[src/sv/mfw_pkg.sv]
`timescale 1ns / 1ps
// Package for the median filter window block: register indexes, window modes,
// window geometry and the control struct of the rank unit. No dependencies.
package mfw_pkg;

  localparam int PIX_W   = 8;
  localparam int CFG_W   = 11;
  localparam int IDX_W   = 2;
  localparam int MODE_W  = 2;
  localparam int WIN     = 5;
  localparam int WIN_N   = WIN * WIN;
  localparam int SLOTS   = 4;
  localparam int SLOT_W  = 2;
  localparam int RAD_W   = 2;
  localparam int MIN_DIM = 3;

  // rank of the median among 9 or 25 elements
  localparam int MED_RANK3 = 4;
  localparam int MED_RANK5 = 12;

  // register indexes
  localparam logic [IDX_W-1:0] REG_WIDTH  = 2'd0;
  localparam logic [IDX_W-1:0] REG_HEIGHT = 2'd1;
  localparam logic [IDX_W-1:0] REG_MODE   = 2'd2;

  // window modes; the unused code behaves as copy
  localparam logic [MODE_W-1:0] MODE_MED3 = 2'd0;
  localparam logic [MODE_W-1:0] MODE_MED5 = 2'd1;
  localparam logic [MODE_W-1:0] MODE_COPY = 2'd2;

  typedef logic [PIX_W-1:0] pix_t;
  typedef pix_t [WIN-1:0]   col_t;
  typedef pix_t [WIN_N-1:0] win_t;

  // load enables of the two rank stages
  typedef struct packed {
    logic load_cmp;
    logic load_sel;
  } med_ctl_t;

endpackage

[src/sv/mfw_median.sv]
`timescale 1ns / 1ps
// Two-stage rank unit: pairwise compare matrix, then rank count and one-hot
// pick of the median element. Depends on mfw_pkg.
module mfw_median (
  input  logic                           clk_i,
  input  mfw_pkg::med_ctl_t              ctl_i,
  input  logic [mfw_pkg::MODE_W-1:0]     mode_i,
  input  mfw_pkg::win_t                  win_i,
  output mfw_pkg::pix_t                  med_o
);

  localparam int N = mfw_pkg::WIN_N;

  logic [N-1:0]          mask;
  logic [N-1:0][N-1:0]   lt_d, lt_q;
  mfw_pkg::win_t         val3_q, val4_q;
  logic [N-1:0]          sel_d, sel_q;
  logic [4:0]            target;
  mfw_pkg::pix_t         med;

  // 3x3 uses the lower-right corner of the window
  always_comb begin
    for (int e = 0; e < N; e++) begin
      mask[e] = (mode_i == mfw_pkg::MODE_MED5) ||
                ((e / mfw_pkg::WIN >= 2) && (e % mfw_pkg::WIN >= 2));
    end
    target = (mode_i == mfw_pkg::MODE_MED5) ? 5'(mfw_pkg::MED_RANK5)
                                            : 5'(mfw_pkg::MED_RANK3);
  end

  // lt[i][j]: element j orders before element i (ties broken by index)
  always_comb begin
    for (int i = 0; i < N; i++) begin
      for (int j = 0; j < N; j++) begin
        lt_d[i][j] = (i != j) && mask[j] &&
                     ((win_i[j] < win_i[i]) || ((win_i[j] == win_i[i]) && (j < i)));
      end
    end
  end

  always_comb begin
    for (int i = 0; i < N; i++) begin
      sel_d[i] = mask[i] && (5'($countones(lt_q[i])) == target);
    end
  end

  always_ff @(posedge clk_i) begin
    if (ctl_i.load_cmp) begin
      lt_q   <= lt_d;
      val3_q <= win_i;
    end
    if (ctl_i.load_sel) begin
      sel_q  <= sel_d;
      val4_q <= val3_q;
    end
  end

  always_comb begin
    med = '0;
    for (int i = 0; i < N; i++) begin
      med = med | (sel_q[i] ? val4_q[i] : '0);
    end
  end

  assign med_o = med;

endmodule

[config.mk]
export PLATFORM = sky130hd
export DESIGN_NAME = mfw_median
export DESIGN_NICKNAME = d
export VERILOG_FILES = /design/src/sv/mfw_pkg.sv /design/src/sv/mfw_median.sv
export SDC_FILE = /design/constraint.sdc
export NUM_CORES = 2
export LEC_CHECK = 0
export ABC_AREA = 1
export BUFFER_PORTS_ARGS = -buffer_cell sky130_fd_sc_hd__buf_2
export CORE_MARGIN = 1.5
export CORE_UTILIZATION = 45
export CTS_BUF_LIST = sky130_fd_sc_hd__clkbuf_2 sky130_fd_sc_hd__clkbuf_4 sky130_fd_sc_hd__clkbuf_8
export DETAILED_ROUTE_END_ITERATION = 6
export MAX_ROUTING_LAYER = met4
export PLACE_DENSITY = 0.63
export SLEW_MARGIN = 20
export SYNTH_ARGS = -nofsm -noshare
export SYNTH_HDL_FRONTEND = slang
export SYNTH_SLANG_ARGS = --single-unit
[constraint.sdc]
create_clock -name clk_i -period 4.2 [get_ports clk_i]
set_input_delay 0.21 -clock clk_i [delete_from_list [all_inputs] [get_ports clk_i]]
set_output_delay 0.21 -clock clk_i [all_outputs]
set_load 0.05 [all_outputs]
* Word-level counts from Yosys, hierarchy flattened
Index checks and enable logic that the tools add are counted.
** Word-level totals
- Bits in registers :: 1025
- Word-level logic and storage cells :: 2327
- Output and inout port bits :: 8
- Input bits :: 205
** Cells by class
- Equal/unequal tests :: 326
- Muxes and demuxes :: 26
- Bitwise logic cells :: 24
- Add/sub/neg operators :: 575
- Reductions and logical operators :: 700
- Order comparisons :: 600
** Operator list (number)
- $lt A8 B8 Y1 :: 600
- $eq A8 B8 Y1 :: 300
- $add A5 B5 Y5 :: 251
- $add A1 B1 Y2 :: 276
- $logic_and A1 B1 Y1 :: 400
- $logic_or A1 B1 Y1 :: 300
- $mux W8 :: 25
- $or A8 B8 Y8 :: 24
- $add A5 B1 Y5 :: 36
- $eq A5 B4 Y1 :: 25
- $add A1 B5 Y5 :: 12
- $mux W4 :: 1
- $eq A2 B1 Y1 const B :: 1

* Logic depth before layout (Yosys ltp)
- Depth in word-level cells :: 25
- Mapped depth :: 18
- Depth with buffers taken out :: 18

* Worst setup path before layout
Ideal clock, no wire load.
- Kind :: register -> register
- From :: reg lt_q[622] in the netlist's numbering
- To :: reg sel_q[24] (data pin)
- Arrival time :: 4.192 ns
- Clock period less this slack :: 4.447 ns
- Stages on the path, launching flop included :: 16
- Setup slack :: -0.247 ns
- Setup time :: 0.255 ns
- Data required time :: 3.945 ns
- Path buffers :: 0
- Cell sequence :: edfxtp_1 > ha_1 > fa_1 > inv_1 > fa_1 > fa_1 > fa_1 > inv_1 > fa_1 > ha_1 > inv_1 > fa_1 > xnor2_1 > nand2_1 > nand4_1 > nor2_1
** Between the ends
- Cells in the longest elaborated chain, start to end :: 5
** RTL lines
- start: declaration :: line mfw_median.sv:15 : logic [N-1:0][N-1:0] lt_d, lt_q;
- start signal: assignment :: line mfw_median.sv:49 : lt_q <= lt_d;
- $add A1 B1 Y2 (implied by the code) :: line mfw_median.sv:43 : sel_d[i] = mask[i] && (5'($countones(lt_q[i])) == target);
- $add A5 B5 Y5 (implied by the code) (3 in series) :: line mfw_median.sv:43
- $eq A5 B4 Y1 :: line mfw_median.sv:43
- via sel_d[24] :: line mfw_median.sv:17 : logic [N-1:0] sel_d, sel_q;
- end signal: assignment :: line mfw_median.sv:53 : sel_q <= sel_d;
- end: declaration :: line mfw_median.sv:17
The timed path passes the listed nets, and every way through them passes these cells.
A chain may end at the register's enable or synchronous reset.

* Worst setup path after layout
- From :: reg lt_q[603] in the netlist's numbering
- To :: reg sel_q[24] (data pin)
** Between the ends
- Cells in the longest elaborated chain, start to end :: 6
** RTL lines (line)
- $add A1 B1 Y2 (implied by the code) :: mfw_median.sv:43
- $add A5 B5 Y5 (implied by the code) (4 in series) :: mfw_median.sv:43
- $eq A5 B4 Y1 :: mfw_median.sv:43
- via sel_d[24] :: mfw_median.sv:17
The timed path passes the listed nets, and every way through them passes these cells.

==> results.txt <==
----------------------------------------------------
[Status]
  Result of the run ... complete, but fails checks
  Violations in the final reports ... DRC, setup timing

[Worst setup path]
  Endpoint of the worst-slack reg-to-reg timing path ... sel_q[24]
  CP endpoint kind ... flop
  Worst r2r path cells ... 18
  Critical R2R Launch ... lt_q[603]
  Worst R2R Setup Slack ... -230 ps
  Crit-path max FO ... 2
  Data arrival, critical path ... 5240 ps
  Required time at the worst-slack endpoint ... 5010 ps
  Critical path startpoint category ... flop
  Crit Path Class ... flop to flop

[Clock tree]
  Skew-Pair Late Insertion Delay ... 1050 ps
  Cts bufs inserted ... 189
  Clock root buffer master ... sky130_fd_sc_hd__clkbuf_8
  Number of sinks driven by the clock tree ... 1025
  Clock tree buffer depth ... 3
  Clock-pin transition on the worst setup and hold timing paths ... 70 ps
  Maximum level of the CTS H-tree ... 4
  CTS tree ... done

[GRT]
  Antenna violations before repair ... 84
  Maximum number of pins on one net before global-route repair ... 122
  Wire length of the first global-routing pass ... 663200 microns
  Global route overflow ... 0
  Via count of the first global-routing pass ... 86408
  Overall fraction of global-route tracks in use ... 39.68%

[Finish]
  NumNets Final ... 16746
  Fill cells ... 22841
  Area taken by flip-flops and latches ... 30780 sq um
  Fraction of layout cells with a size suffix above 1 ... 9.033%
  Area used by multi-input combinational logic ... 71840 sq um
  Share of the core filled with cells in the final layout ... 51.14%
  Commonest non-fill, non-tap cells in the layout ... sky130_fd_sc_hd__nand2_1 (3040), sky130_fd_sc_hd__ha_1 (2796), sky130_fd_sc_hd__inv_1 (1856)
  Area growth from synthesis to layout ... 12.86%
  Leading cell type in the layout, fill and taps excluded ... sky130_fd_sc_hd__nand2_1

[Min path]
  Depth of the worst hold-timing path ... 2
  Hold path startpoint ... win_i[125]
  Path type of the worst min-delay path ... input pin to flop
  Sink of the worst hold path ... val3_q[125]

[Pwr]
  Power Total ... 55.71 mW
  Leakage Power ... 64.39 nW
  Power spent charging and discharging nets ... 24.99 mW
  Logic gate share of total power ... 56.6%
  Power density relative to cell area ... 447.5 nW/um^2
  Maximum VDD drop ... 473.6 uV
  Switching power as a share of total power ... 44.85%
  Part of the power in registers ... 24.0%
  Share of total power in the clock network ... 19.5%
  Internal power contribution ... 30.72 mW

[Timing]
  Final critical delay including setup and external delays ... 4428 ps
  Transition time at the pin with the least slew margin ... 1263 ps
  Final Max Tran Viols ... 0
  Setup WS post-layout ... -228.4 ps
  Number of failing hold endpoints at the final stage ... 0
  Slew HR ... 15.82%
  Endpoints failing setup ... 10
  RSZ-0062 raised after global routing ... yes
  Setup Skew ... 87.64 ps
  Period utilisation layout ... 105.4%
  Maximum clock frequency ... 225.8 MHz

[Logic synthesis]
  Mapped Avg Cell Area ... 8.922 sq um
  Cells after synthesis ... 12364
  Largest cells by area after synthesis ... sky130_fd_sc_hd__ha_1 (32%), sky130_fd_sc_hd__edfxtp_1 (28%), sky130_fd_sc_hd__nand2_1 (10%), sky130_fd_sc_hd__fa_1 (8.2%), sky130_fd_sc_hd__inv_1 (6.7%)
  Warnings, synthesis ... 0
  Number of storage elements in the synthesis netlist ... 1025
  Post-synth net total ... 15822
  Proportion of netlist area held by the largest area contributor ... 31.78%
  Count of cell types in the netlist ... 32
  Sequential fraction of the synthesis area ... 27.90%
  Synth area leader ... sky130_fd_sc_hd__ha_1
  Post-Synthesis Cell Area ... 110300 sq um

[Routing]
  DRC viols ... 18
  Post-detailed-route wirelength per cell ... 29.04 microns
  First-pass iteration count of the detailed router ... 7
  Total wire length ... 485100 microns
  Detailed-route via count ... 96437
  Wire length on met1 ... 183400 microns
  DRT iter0 DRCs ... 13686
  Number of nets with antenna violations after routing ... 0
  Routed length on met2 ... 195800 microns
  Metal3 WL ... 65320 microns
  Via count normalized by instance count ... 5.774
  Top layer reached by signal wires ... met4

[Floorplan]
  Die boundary width ... 498.1 microns
  Number of top-level design ports ... 213
  Placeable core region ... 243500 sq um
  Total Die Area ... 248100 sq um
  Die outline height ... 498.1 microns
  Core Rows ... 181
  Starting utilization of the core area ... 45.31%

[Placed design]
  HPWL reported at the end of detailed placement ... 366600 microns
  Number of port buffers ... 212
  DP Worst Slack ... -324.1 ps
  Final weighted congestion in routability-driven placement ... 1.068

[Run]
  Max-capacitance violation count ... 0

----------------------------------------------------
## Yosys cell counts, drive strengths merged
cell and count:
nor2 1032, or2 3, a21boi 119, nor3 22, fa 451, xor2 10, a22o 2, xnor2 2
and2 54, nand2 3041, edfxtp 1025, o21bai 6, clkbuf 25, inv 1959, nand3 156, ha 2802
buf 45, o22ai 9, o21ai 54, nand3b 8, o211ai 22, a21oi 909, a21o 268, nand4 302
o21a 38
## logic make-up (layout without fill, tap and decap cells)
kind of cell,Yosys count,after routing,share of synthesized area (%)
adders and majority gates,3253,3253,39.97
other,0,50,0
buffers and inverters,2029,3116,7.165
DFF,1025,1025,27.90
AOI/OAI and AO/OA,1427,1427,8.097
xor gates and xnor gates,12,12,0.1021
and+or+nand+nor,4618,4618,16.77
## worst max-delay path by stage
stage	cells past startpoint	slack [ps]	from	end
3_5_place_dp	15	-320	lt_q[589]	sel_q[23]
2_1_floorplan	16	-90	lt_q[602]	sel_q[24]
5_1_grt	18	-330	lt_q[603]	sel_q[24]
6_report	18	-230	lt_q[603]	sel_q[24]
4_1_cts	16	-210	lt_q[602]	sel_q[24]
3_3_place_gp	15	-310	lt_q[590]	sel_q[23]
## layout make-up
type | count | area share (%)
Sequential cell | 1025 | 24.72
Multi-Input combinational cell | 9310 | 57.70
Clock buffer | 219 | 2.270
Clock inverter | 135 | 1.020
Antenna cell | 50 | 0.1005
Tap cell | 3202 | 3.218
Timing Repair Buffer | 803 | 5.055
Inverter | 1959 | 5.908
## sequential cells by signal (all words and copies together), names as in the netlist
name,cells
val4_q,200
lt_q,600
sel_q,25
val3_q,200
## metrics by stage
step / hold WS (ps) / area [sq um] / std cells / TNS, ps
floorplan: 308.9 / 110400 / 12364 / -87.33
global placement: 400.2 / 118000 / 16084 / -2079
detailed placement: 404.5 / 118000 / 16084 / -3341
CTS: 3.817 / 124300 / 16647 / -779.2
global route: 28.18 / 124500 / 16688 / -3625
finish: 52.94 / 124500 / 16703 / -622.2
## layer usage
| layer | vias to the layer above | track usage, % |
|---|---|---|
| met3 | 1427 | 9.098 |
| met5 | - | - |
| li1 | 43515 | - |
| met1 | 45068 | 50.77 |
| met2 | 6427 | 55.50 |
| met4 | 0 | 26.91 |
## what timing repair did
action	in CTS	in global routing
resized for setup	57	37
pin swaps	134	72
hold endpoints to repair	544	0
endpoints found under the setup margin	25	25
hold buffers	195	0
buffers inserted	14	5
## critical path, cell delays in order, from the launching register on
cell                       delay, ps
sky130_fd_sc_hd__edfxtp_1        430
sky130_fd_sc_hd__ha_4            300
sky130_fd_sc_hd__inv_2            40
sky130_fd_sc_hd__fa_1            530
sky130_fd_sc_hd__inv_1            50
sky130_fd_sc_hd__fa_1            480
sky130_fd_sc_hd__inv_2            40
sky130_fd_sc_hd__fa_2            330
sky130_fd_sc_hd__fa_1            510
sky130_fd_sc_hd__inv_1            50
sky130_fd_sc_hd__fa_1            480
sky130_fd_sc_hd__ha_2            190
sky130_fd_sc_hd__inv_2            40
sky130_fd_sc_hd__fa_2            340
sky130_fd_sc_hd__xnor2_2         150
sky130_fd_sc_hd__inv_1            50
sky130_fd_sc_hd__nand2_1          40
sky130_fd_sc_hd__nand4_1         100
sky130_fd_sc_hd__nor2_1           40
## power groups by stage
stage / clock (mW) / sequential, mW / combinational [mW]
global route: 11.2 / 13.4 / 35.8
global placement: 0 / 13.5 / 29.4
floorplan: 0 / 12.9 / 21.4
CTS: 10.8 / 13.3 / 30.7
finish: 10.8 / 13.4 / 31.5
detailed placement: 0 / 13.5 / 29.9
Power figures use the tool's default switching activity.
