**config.mk**
```make
export PLATFORM = sky130hd
export DESIGN_NAME = mfw_col_cell
export DESIGN_NICKNAME = d
export VERILOG_FILES = /design/src/sv/mfw_pkg.sv /design/src/sv/mfw_col_cell.sv
export SDC_FILE = /design/constraint.sdc
export NUM_CORES = 1
export LEC_CHECK = 0
export BUFFER_PORTS_ARGS = -buffer_cell sky130_fd_sc_hd__buf_4
export CAP_MARGIN = 40
export CORE_MARGIN = 3
export CORE_UTILIZATION = 39
export DETAILED_ROUTE_END_ITERATION = 16
export GPL_TIMING_DRIVEN = 0
export PLACE_DENSITY = 0.75
export SYNTH_ARGS = -nofsm -noshare
export SYNTH_HDL_FRONTEND = slang
export SYNTH_SLANG_ARGS = --single-unit
export TNS_END_PERCENT = 5
```
**constraint.sdc**
```tcl
create_clock -name clk_i -period 0.8 [get_ports clk_i]
set_clock_uncertainty 0.1 [all_clocks]
set_input_delay 0.24 -clock clk_i [delete_from_list [all_inputs] [get_ports clk_i]]
set_output_delay 0.24 -clock clk_i [all_outputs]
set_load 0.02 [all_outputs]
```
**src/sv/mfw_pkg.sv**
```systemverilog
`timescale 1ns / 1ps
// Package for the median filter window block: register indexes, window modes,
// window geometry and the control struct of the rank unit. No dependencies.
package mfw_pkg;

  localparam int PIX_W   = 8;
  localparam int CFG_W   = 11;
  localparam int IDX_W   = 2;
  localparam int MODE_W  = 2;
  localparam int WIN     = 5;
  localparam int WIN_N   = WIN * WIN;
  localparam int SLOTS   = 4;
  localparam int SLOT_W  = 2;
  localparam int RAD_W   = 2;
  localparam int MIN_DIM = 3;

  // rank of the median among 9 or 25 elements
  localparam int MED_RANK3 = 4;
  localparam int MED_RANK5 = 12;

  // register indexes
  localparam logic [IDX_W-1:0] REG_WIDTH  = 2'd0;
  localparam logic [IDX_W-1:0] REG_HEIGHT = 2'd1;
  localparam logic [IDX_W-1:0] REG_MODE   = 2'd2;

  // window modes; the unused code behaves as copy
  localparam logic [MODE_W-1:0] MODE_MED3 = 2'd0;
  localparam logic [MODE_W-1:0] MODE_MED5 = 2'd1;
  localparam logic [MODE_W-1:0] MODE_COPY = 2'd2;

  typedef logic [PIX_W-1:0] pix_t;
  typedef pix_t [WIN-1:0]   col_t;
  typedef pix_t [WIN_N-1:0] win_t;

  // load enables of the two rank stages
  typedef struct packed {
    logic load_cmp;
    logic load_sel;
  } med_ctl_t;

endpackage

```
**src/sv/mfw_col_cell.sv**
```systemverilog
`timescale 1ns / 1ps
// One column cell of the window: five pixels, loaded from the right-hand
// neighbor on each shift. Depends on mfw_pkg.
module mfw_col_cell (
  input  logic          clk_i,
  input  logic          rst_ni,
  input  logic          shift_i,
  input  mfw_pkg::col_t col_i,
  output mfw_pkg::col_t col_o
);

  mfw_pkg::col_t col_q;

  always_ff @(posedge clk_i or negedge rst_ni) begin
    if (!rst_ni) begin
      col_q <= '0;
    end else if (shift_i) begin
      col_q <= col_i;
    end
  end

  assign col_o = col_q;

endmodule

```
# ---- Word level (Yosys, flattened, before mapping)
# Index checks and enable logic that the tools add are counted.
dict set report totals {
  register_bits 40
  latch_bits 0
  ram_bits 0
  rom_bits 0
  input_bits 43
  output_inout_bits 40
  word_cells 5
  mem_count 0
}
dict set report op_classes {
  addsub 0
  multipliers 0
  div 0
  order_cmp 0
  eq_ne 0
  shifts 0
  muxes 0
  bitwise 0
  n_reduce_logical 0
}

# ---- Longest topological paths before layout
# Gate-level depths: netlist (run 1).
dict set report depth {
  depth_word 0
  mapped_depth 2
}

# ---- Worst setup path after synthesis (run 1)
# OpenSTA, ideal clock, no wires.
dict set report synth_timing {
  kind {flip-flop to flip-flop}
  startpoint {register, netlist name col_o[0]}
  endpoint {register col_q, in the netlist col_o[0]}
  arrival_ps 701
  required_time_ps 575
  slack_ps -126
  stages_incl_launch_ff 2
  path_buffers 0
  period_less_slack_ps 926
  path_cell_list {dfrtp_1 mux2_2}
}
# item line
set synth_rtl {}
lappend synth_rtl {{end signal, assigned} mfw_col_cell.sv:18} ;# col_q <= col_i;
lappend synth_rtl {{end, declared} mfw_col_cell.sv:12} ;# mfw_pkg::col_t col_q;

# ---- Worst setup path in the final report (run 1)
dict set report layout_timing {
  startpoint {register col_q, in the netlist col_o[21]}
  endpoint {output port col_o[21] (netlist bit)}
}
# item line
set layout_rtl {}
lappend layout_rtl {{end, declared} mfw_col_cell.sv:9} ;# output mfw_pkg::col_t col_o
# No word-level cell between the ends.

==> impl_metrics.toml, run 1 <==
[detailed_routing]
vias_per_cell = 4.54
antenna_left = 0
dr_total_vias = 1031
wl_per_cell_um = 14.9
wirelength_um = 3380
first_iter_violations = 20
drc_errors = 0
dr.pass1.iters = 4

[sta]
finalWorstPathRequiredPeriod_ps = 1180
rsz0062_at_grt = "yes"
setup_viol = 80
max_freq_ghz = 0.851
fin_ws_ps = -375
whs_ps = -186
timing.setup.tns_ps = -18640
slew_headroom_pct = 67.6
hold_viol = 40
maxSlewViolCount = 0
period_share_pct = 147
tightest_slew_ps = 486

[global_route]
grt_pass1_vias = 1161
grt-ovfl-total = 0
antenna_found_initial = 0
grt_max_degree = 41
grt_pass1_wl_um = 5200
grt_usage_pct = 15.8

[setup_path]
worst_r2r_endpoint = "col_o[11]$_DFFE_PN0P_"
critPathMaxStageDelay_ps = 420
crit_arrival_ps = 840
ff2ff_path_depth = 2
cp_slowest_cell = "dfrtp_2"
path_cells = "buf_6"
critPathLaunchType = "flop"
critical_path_class = "reg -> out"
path_buf_inv = 1
critPathMaxFanout = 2
crit_family = "flip-flops"
rr_startpoint = "col_o[11]$_DFFE_PN0P_"
rrSetupSlack_ps = -220
required_ps = 460
crit_path_end_kind = "primary output"

[synth]
synthFlopType = "dfrtp_1"
synth.top_cell.area_share_pct = 66.9
yosys.area.top_type = "dfrtp_1"
syn_area_mm2 = 0.00150
ys_ff_latch = 40
yosysSeqAreaShare_pct = 66.9
synth_edf_count = 0
syn_avg_cell_area_um2 = 17.8
synthTopCellsByArea = "dfrtp_1, mux2_2, buf_6"
synthArstFlopShare_pct = 100
synth_cells = 84
synth.distinct_cells = 3
ys_warn_count = 0
netlist_top_cells_count = "dfrtp_1, mux2_2, buf_6"
synth_nets = 127

[finish]
fin_util_pct = 72.0
largest_reg_flops = 40
seq_area_mm2 = 0.00105
layout-drive-gt1-share_pct = 100
nNetsFinal = 223
syn2layout_area_growth_pct = 69.3
layoutNonFillerInstCount = 227
multi_input_comb_area_um2 = 462
num_antenna_cells = 0
n_fill_cell = 232

[power_and_ir_drop]
ir_worst_vdd_v = 0.00105
swShare_pct = 25.9
power_frac_comb_pct = 25.4
internal-power_w = 0.00371
p_leak_nw = 1.15
power_density_mw_per_mm2 = 1970
pwr-share-clk_pct = 26.5
p_switching_w = 0.00129
seqPwrFrac_pct = 48.1

[clocking]
cts_tree = "built"
cts.sinks = 40
clock_latency_ps = 280
clk_pin_slew_ps = 70
cts_made_buffers = 5
h-tree-depth = 2
clk_path_buf_depth = 2
cts_root_buffer = "clkbuf_8"

[placement]
numPortBuffers = 81
hpwlAfterDp_um = 2580
dp.cells = 211
dpl_worst_slack_ps = -154
place.gp.congestion = 0.607

[job]
cap_violations = 0

[floorplanning]
initial_core_util_pct = 42.5
pin_count = 83
dieArea_mm2 = 0.00462
placeableCoreArea_mm2 = 0.00352
die_y_um = 67.9
dieWidth_um = 67.9
rows = 21

[hold_path]
worstHoldPathType = "in -> async"

[run_status]
status = "complete, but fails checks"
failed_checks = "hold timing, setup timing"
==> power groups by stage <==
stage               Clock [W]  Sequential, W  Combinational, W
floorplan                   0        0.00266          0.000255
global route          0.00149        0.00243           0.00135
CTS                   0.00139        0.00241           0.00126
finish                0.00132        0.00241           0.00127
detailed placement          0        0.00241           0.00109
global placement            0        0.00239           0.00106
==> layer usage <==
layer	vias up	wire [um]	track usage, %
li1	483	-	-
met1	490	1160	15.7
met2	56	1770	27.2
met3	2	425	9.03
met4	0	21	5.96
met5	-	0	0
==> worst max path at each step <==
stage                          start               endpoint  slack (ps)  cells after the start
2_1_floorplan   col_o[0]$_DFFE_PN0P_   col_o[0]$_DFFE_PN0P_        -110                      1
3_3_place_gp                 shift_i   col_o[8]$_DFFE_PN0P_        -130                      2
3_5_place_dp                 shift_i  col_o[29]$_DFFE_PN0P_        -150                      2
4_1_cts        col_o[18]$_DFFE_PN0P_              col_o[18]        -390                      1
5_1_grt        col_o[30]$_DFFE_PN0P_              col_o[30]        -410                      1
6_report       col_o[21]$_DFFE_PN0P_              col_o[21]        -380                      1
==> stage by stage <==
stage          power [W]  area, um2
6_report         0.00500       2530
5_1_grt          0.00527       2530
4_1_cts          0.00505       2500
3_5_place_dp     0.00349       2210
3_3_place_gp     0.00344       2210
2_1_floorplan    0.00291       1550
==> repair_timing <==
action	CTS	global route
setup endpoints to repair	80	80
resized for setup	40	5
setup buffers	6	2
hold endpoints to repair	40	40
==> layout make-up <==
cell class	count	share of cell area, %
timing repair buffer	89	32.6
clock inverter	2	0.395
tap	46	2.27
multi-input combinational	40	18.2
buffer	4	1.78
clock buffer	6	3.26
sequential	40	41.5
==> cells by family (layout without fill, tap and decap cells) <==
family,Yosys count,after routing,synth area share (%)
muxes,40,40,30.1
DFF,40,40,66.9
buffers and inverters,4,101,3.01
==> cell usage in the layout, fill, tap and decap left out, drive strengths merged <==
cell type   n
buf        93
dfrtp      40
mux2       40
clkbuf      6
clkinv      2
Note: power is estimated with default switching activity, not from simulation.
==> run 2: changes to the inputs <==
--- a/config.mk
+++ b/config.mk
@@ -5,13 +5,15 @@
 export SDC_FILE = /design/constraint.sdc
 export NUM_CORES = 1
 export LEC_CHECK = 0
+export ABC_AREA = 1
 export BUFFER_PORTS_ARGS = -buffer_cell sky130_fd_sc_hd__buf_4
 export CAP_MARGIN = 40
 export CORE_MARGIN = 3
-export CORE_UTILIZATION = 39
+export CORE_UTILIZATION = 40
 export DETAILED_ROUTE_END_ITERATION = 16
 export GPL_TIMING_DRIVEN = 0
 export PLACE_DENSITY = 0.75
+export RECOVER_POWER = 50
 export SYNTH_ARGS = -nofsm -noshare
 export SYNTH_HDL_FRONTEND = slang
 export SYNTH_SLANG_ARGS = --single-unit
==> impl_metrics.toml, run 2 <==
[sta]
tightest_slew_ps = 526
setup_viol = 50
maxSlewViolCount = 0
whs_ps = -137
max_freq_ghz = 0.861
period_share_pct = 145
rsz0062_at_grt = "yes"
slew_headroom_pct = 65.0
timing.setup.tns_ps = -14250
hold_viol = 40
finalWorstPathRequiredPeriod_ps = 1160
fin_ws_ps = -361

[synth]
ys_warn_count = 0
yosysSeqAreaShare_pct = 62.4
synth.most_common_cell = "nand2_1"
synth_cells = 170
yosys.area.top_type = "dfrtp_1"
synthTopCellsByArea = "dfrtp_1, nand2_1, nand2_2"
ys_ff_latch = 40
synth.distinct_cells = 7
syn_area_mm2 = 0.00161
synth_edf_count = 0
synthArstFlopShare_pct = 100
synth_nets = 213
netlist_top_cells_count = "nand2_1, dfrtp_1, nand2_2"
synth.top_cell.area_share_pct = 62.4
syn_avg_cell_area_um2 = 9.44
synthFlopType = "dfrtp_1"

[floorplanning]
placeableCoreArea_mm2 = 0.00377
rows = 22
dieWidth_um = 69.4
die_y_um = 69.4
initial_core_util_pct = 42.6
pin_count = 83
dieArea_mm2 = 0.00481

[power_and_ir_drop]
p_leak_nw = 1.44
ir_worst_vdd_v = 0.00116
power.total_w = 0.00468
power_density_mw_per_mm2 = 1820

[setup_path]
ff2ff_path_depth = 4
critPathLaunch = "col_o[33]$_DFFE_PN0P_"
path_buf_inv = 1
critical_path_class = "reg -> out"
cp_slowest_cell = "dfrtp_1"
rrSetupSlack_ps = -130
worst_r2r_endpoint = "col_o[23]$_DFFE_PN0P_"
crit_path_end_kind = "primary output"
critical_path_depth = 1
crit_family = "flip-flops"
critPathMaxStageDelay_ps = 400
critPathLaunchType = "flop"
critPathMaxFanout = 2
crit_arrival_ps = 820
required_ps = 460
path_cells = "buf_6"
crit_end = "col_o[33]"
rr_startpoint = "col_o[23]$_DFFE_PN0P_"

[hold_path]
worstHoldPathType = "in -> async"

[finish]
layout_commonest_cell = "nand2_1"
n_fill_cell = 330
layoutNonFillerInstCount = 316
largest_reg_flops = 40
mostFrequentLayoutCells = "nand2_1, buf_4, dfrtp_1, buf_6, nand2_2"
nNetsFinal = 313
layout-drive-gt1-share_pct = 44.8
num_antenna_cells = 0
syn2layout_area_growth_pct = 60.1

[global_route]
grt_pass1_wl_um = 6210
antenna_found_initial = 0
grt_usage_pct = 15.8
grt-ovfl-total = 0
grt_max_degree = 41
grt_pass1_vias = 1360

[job]
cap_violations = 0

[clocking]
clk_path_buf_depth = 2
cts_root_buffer = "clkbuf_8"
clk_pin_slew_ps = 70
cts_tree = "built"
clock_latency_ps = 280
cts.sinks = 40
h-tree-depth = 2
cts_made_buffers = 5

[placement]
hpwlAfterDp_um = 2560
place.gp.congestion = 0.732
dp.cells = 299
numPortBuffers = 81

[detailed_routing]
wl_per_cell_um = 11.4
vias_per_cell = 4.37
wirelength_um = 3600
drc_errors = 0
dr.pass1.iters = 4
antenna_left = 0
dr_total_vias = 1381
first_iter_violations = 62

[run_status]
failed_checks = "hold timing, setup timing"
status = "complete, but fails checks"
-- run 2: changes by cell type after synthesis, sizes merged --
cell	previous run	this run
nand2	0	120
mux2	40	0
clkbuf	0	3
buf	4	6
inv	0	1
-- run 2: stage by stage --
step | worst slack, ps | util, % | area (um2)
finish | -361 | 68.1 | 2570
global route | -396 | 68.1 | 2570
CTS | -369 | 67.2 | 2530
detailed placement | -73.5 | 60.5 | 2280
global placement | -75.1 | 60.5 | 2280
floorplan | -7.24 | - | 1610
-- run 2: worst min-delay path by stage --
stage | end | depth (start not counted) | slack, ps | start
floorplan | col_o[0]$_DFFE_PN0P_ | 0 | -160 | rst_ni
global placement | col_o[31]$_DFFE_PN0P_ | 1 | 140 | rst_ni
detailed placement | col_o[7]$_DFFE_PN0P_ | 1 | 140 | rst_ni
CTS | col_o[22]$_DFFE_PN0P_ | 1 | -160 | rst_ni
global route | col_o[22]$_DFFE_PN0P_ | 1 | -100 | rst_ni
finish | col_o[22]$_DFFE_PN0P_ | 1 | -140 | rst_ni
-- run 2: cell type report --
cell class | count | area, um2 | area share [%]
buffer | 9 | 126 | 4.92
clock buffer | 5 | 68.8 | 2.68
inverter | 1 | 11.3 | 0.438
multi-input combinational | 120 | 480 | 18.7
sequential | 40 | 1000 | 38.9
tap | 48 | 60.1 | 2.34
timing repair buffer | 93 | 822 | 32.0
-- run 2: kinds of logic (layout without fill, tap and decap cells) --
family                 Yosys count  after routing  synth area share (%)
buffers and inverters           10            108                  8.03
and+or+nand+nor                120            120                  29.6
DFF                             40             40                  62.4
-- run 2: repair_timing --
action | in CTS | in global routing
hold endpoints to repair | 40 | 40
gates resized for setup | 31 | 4
endpoints found under the setup margin | 40 | 49
pin swaps | 0 | 1
setup buffers | 9 | 3
-- run 2: layer usage --
metal | wire length [um] | up-vias | GRT usage (%)
li1 | - | 701 | -
met1 | 1480 | 625 | 20.1
met2 | 1800 | 55 | 25.8
met3 | 323 | 0 | 6.38
met4 | 0 | 0 | 2.60
met5 | 0 | - | 0
-- run 2: power by group --
| group | total, W | switching [W] | internal (W) |
|---|---|---|---|
| Sequential | 0.00233 | 0.000126 | 0.00220 |
| Clock | 0.00115 | 0.000587 | 0.000561 |
| Combinational | 0.00120 | 0.000558 | 0.000645 |
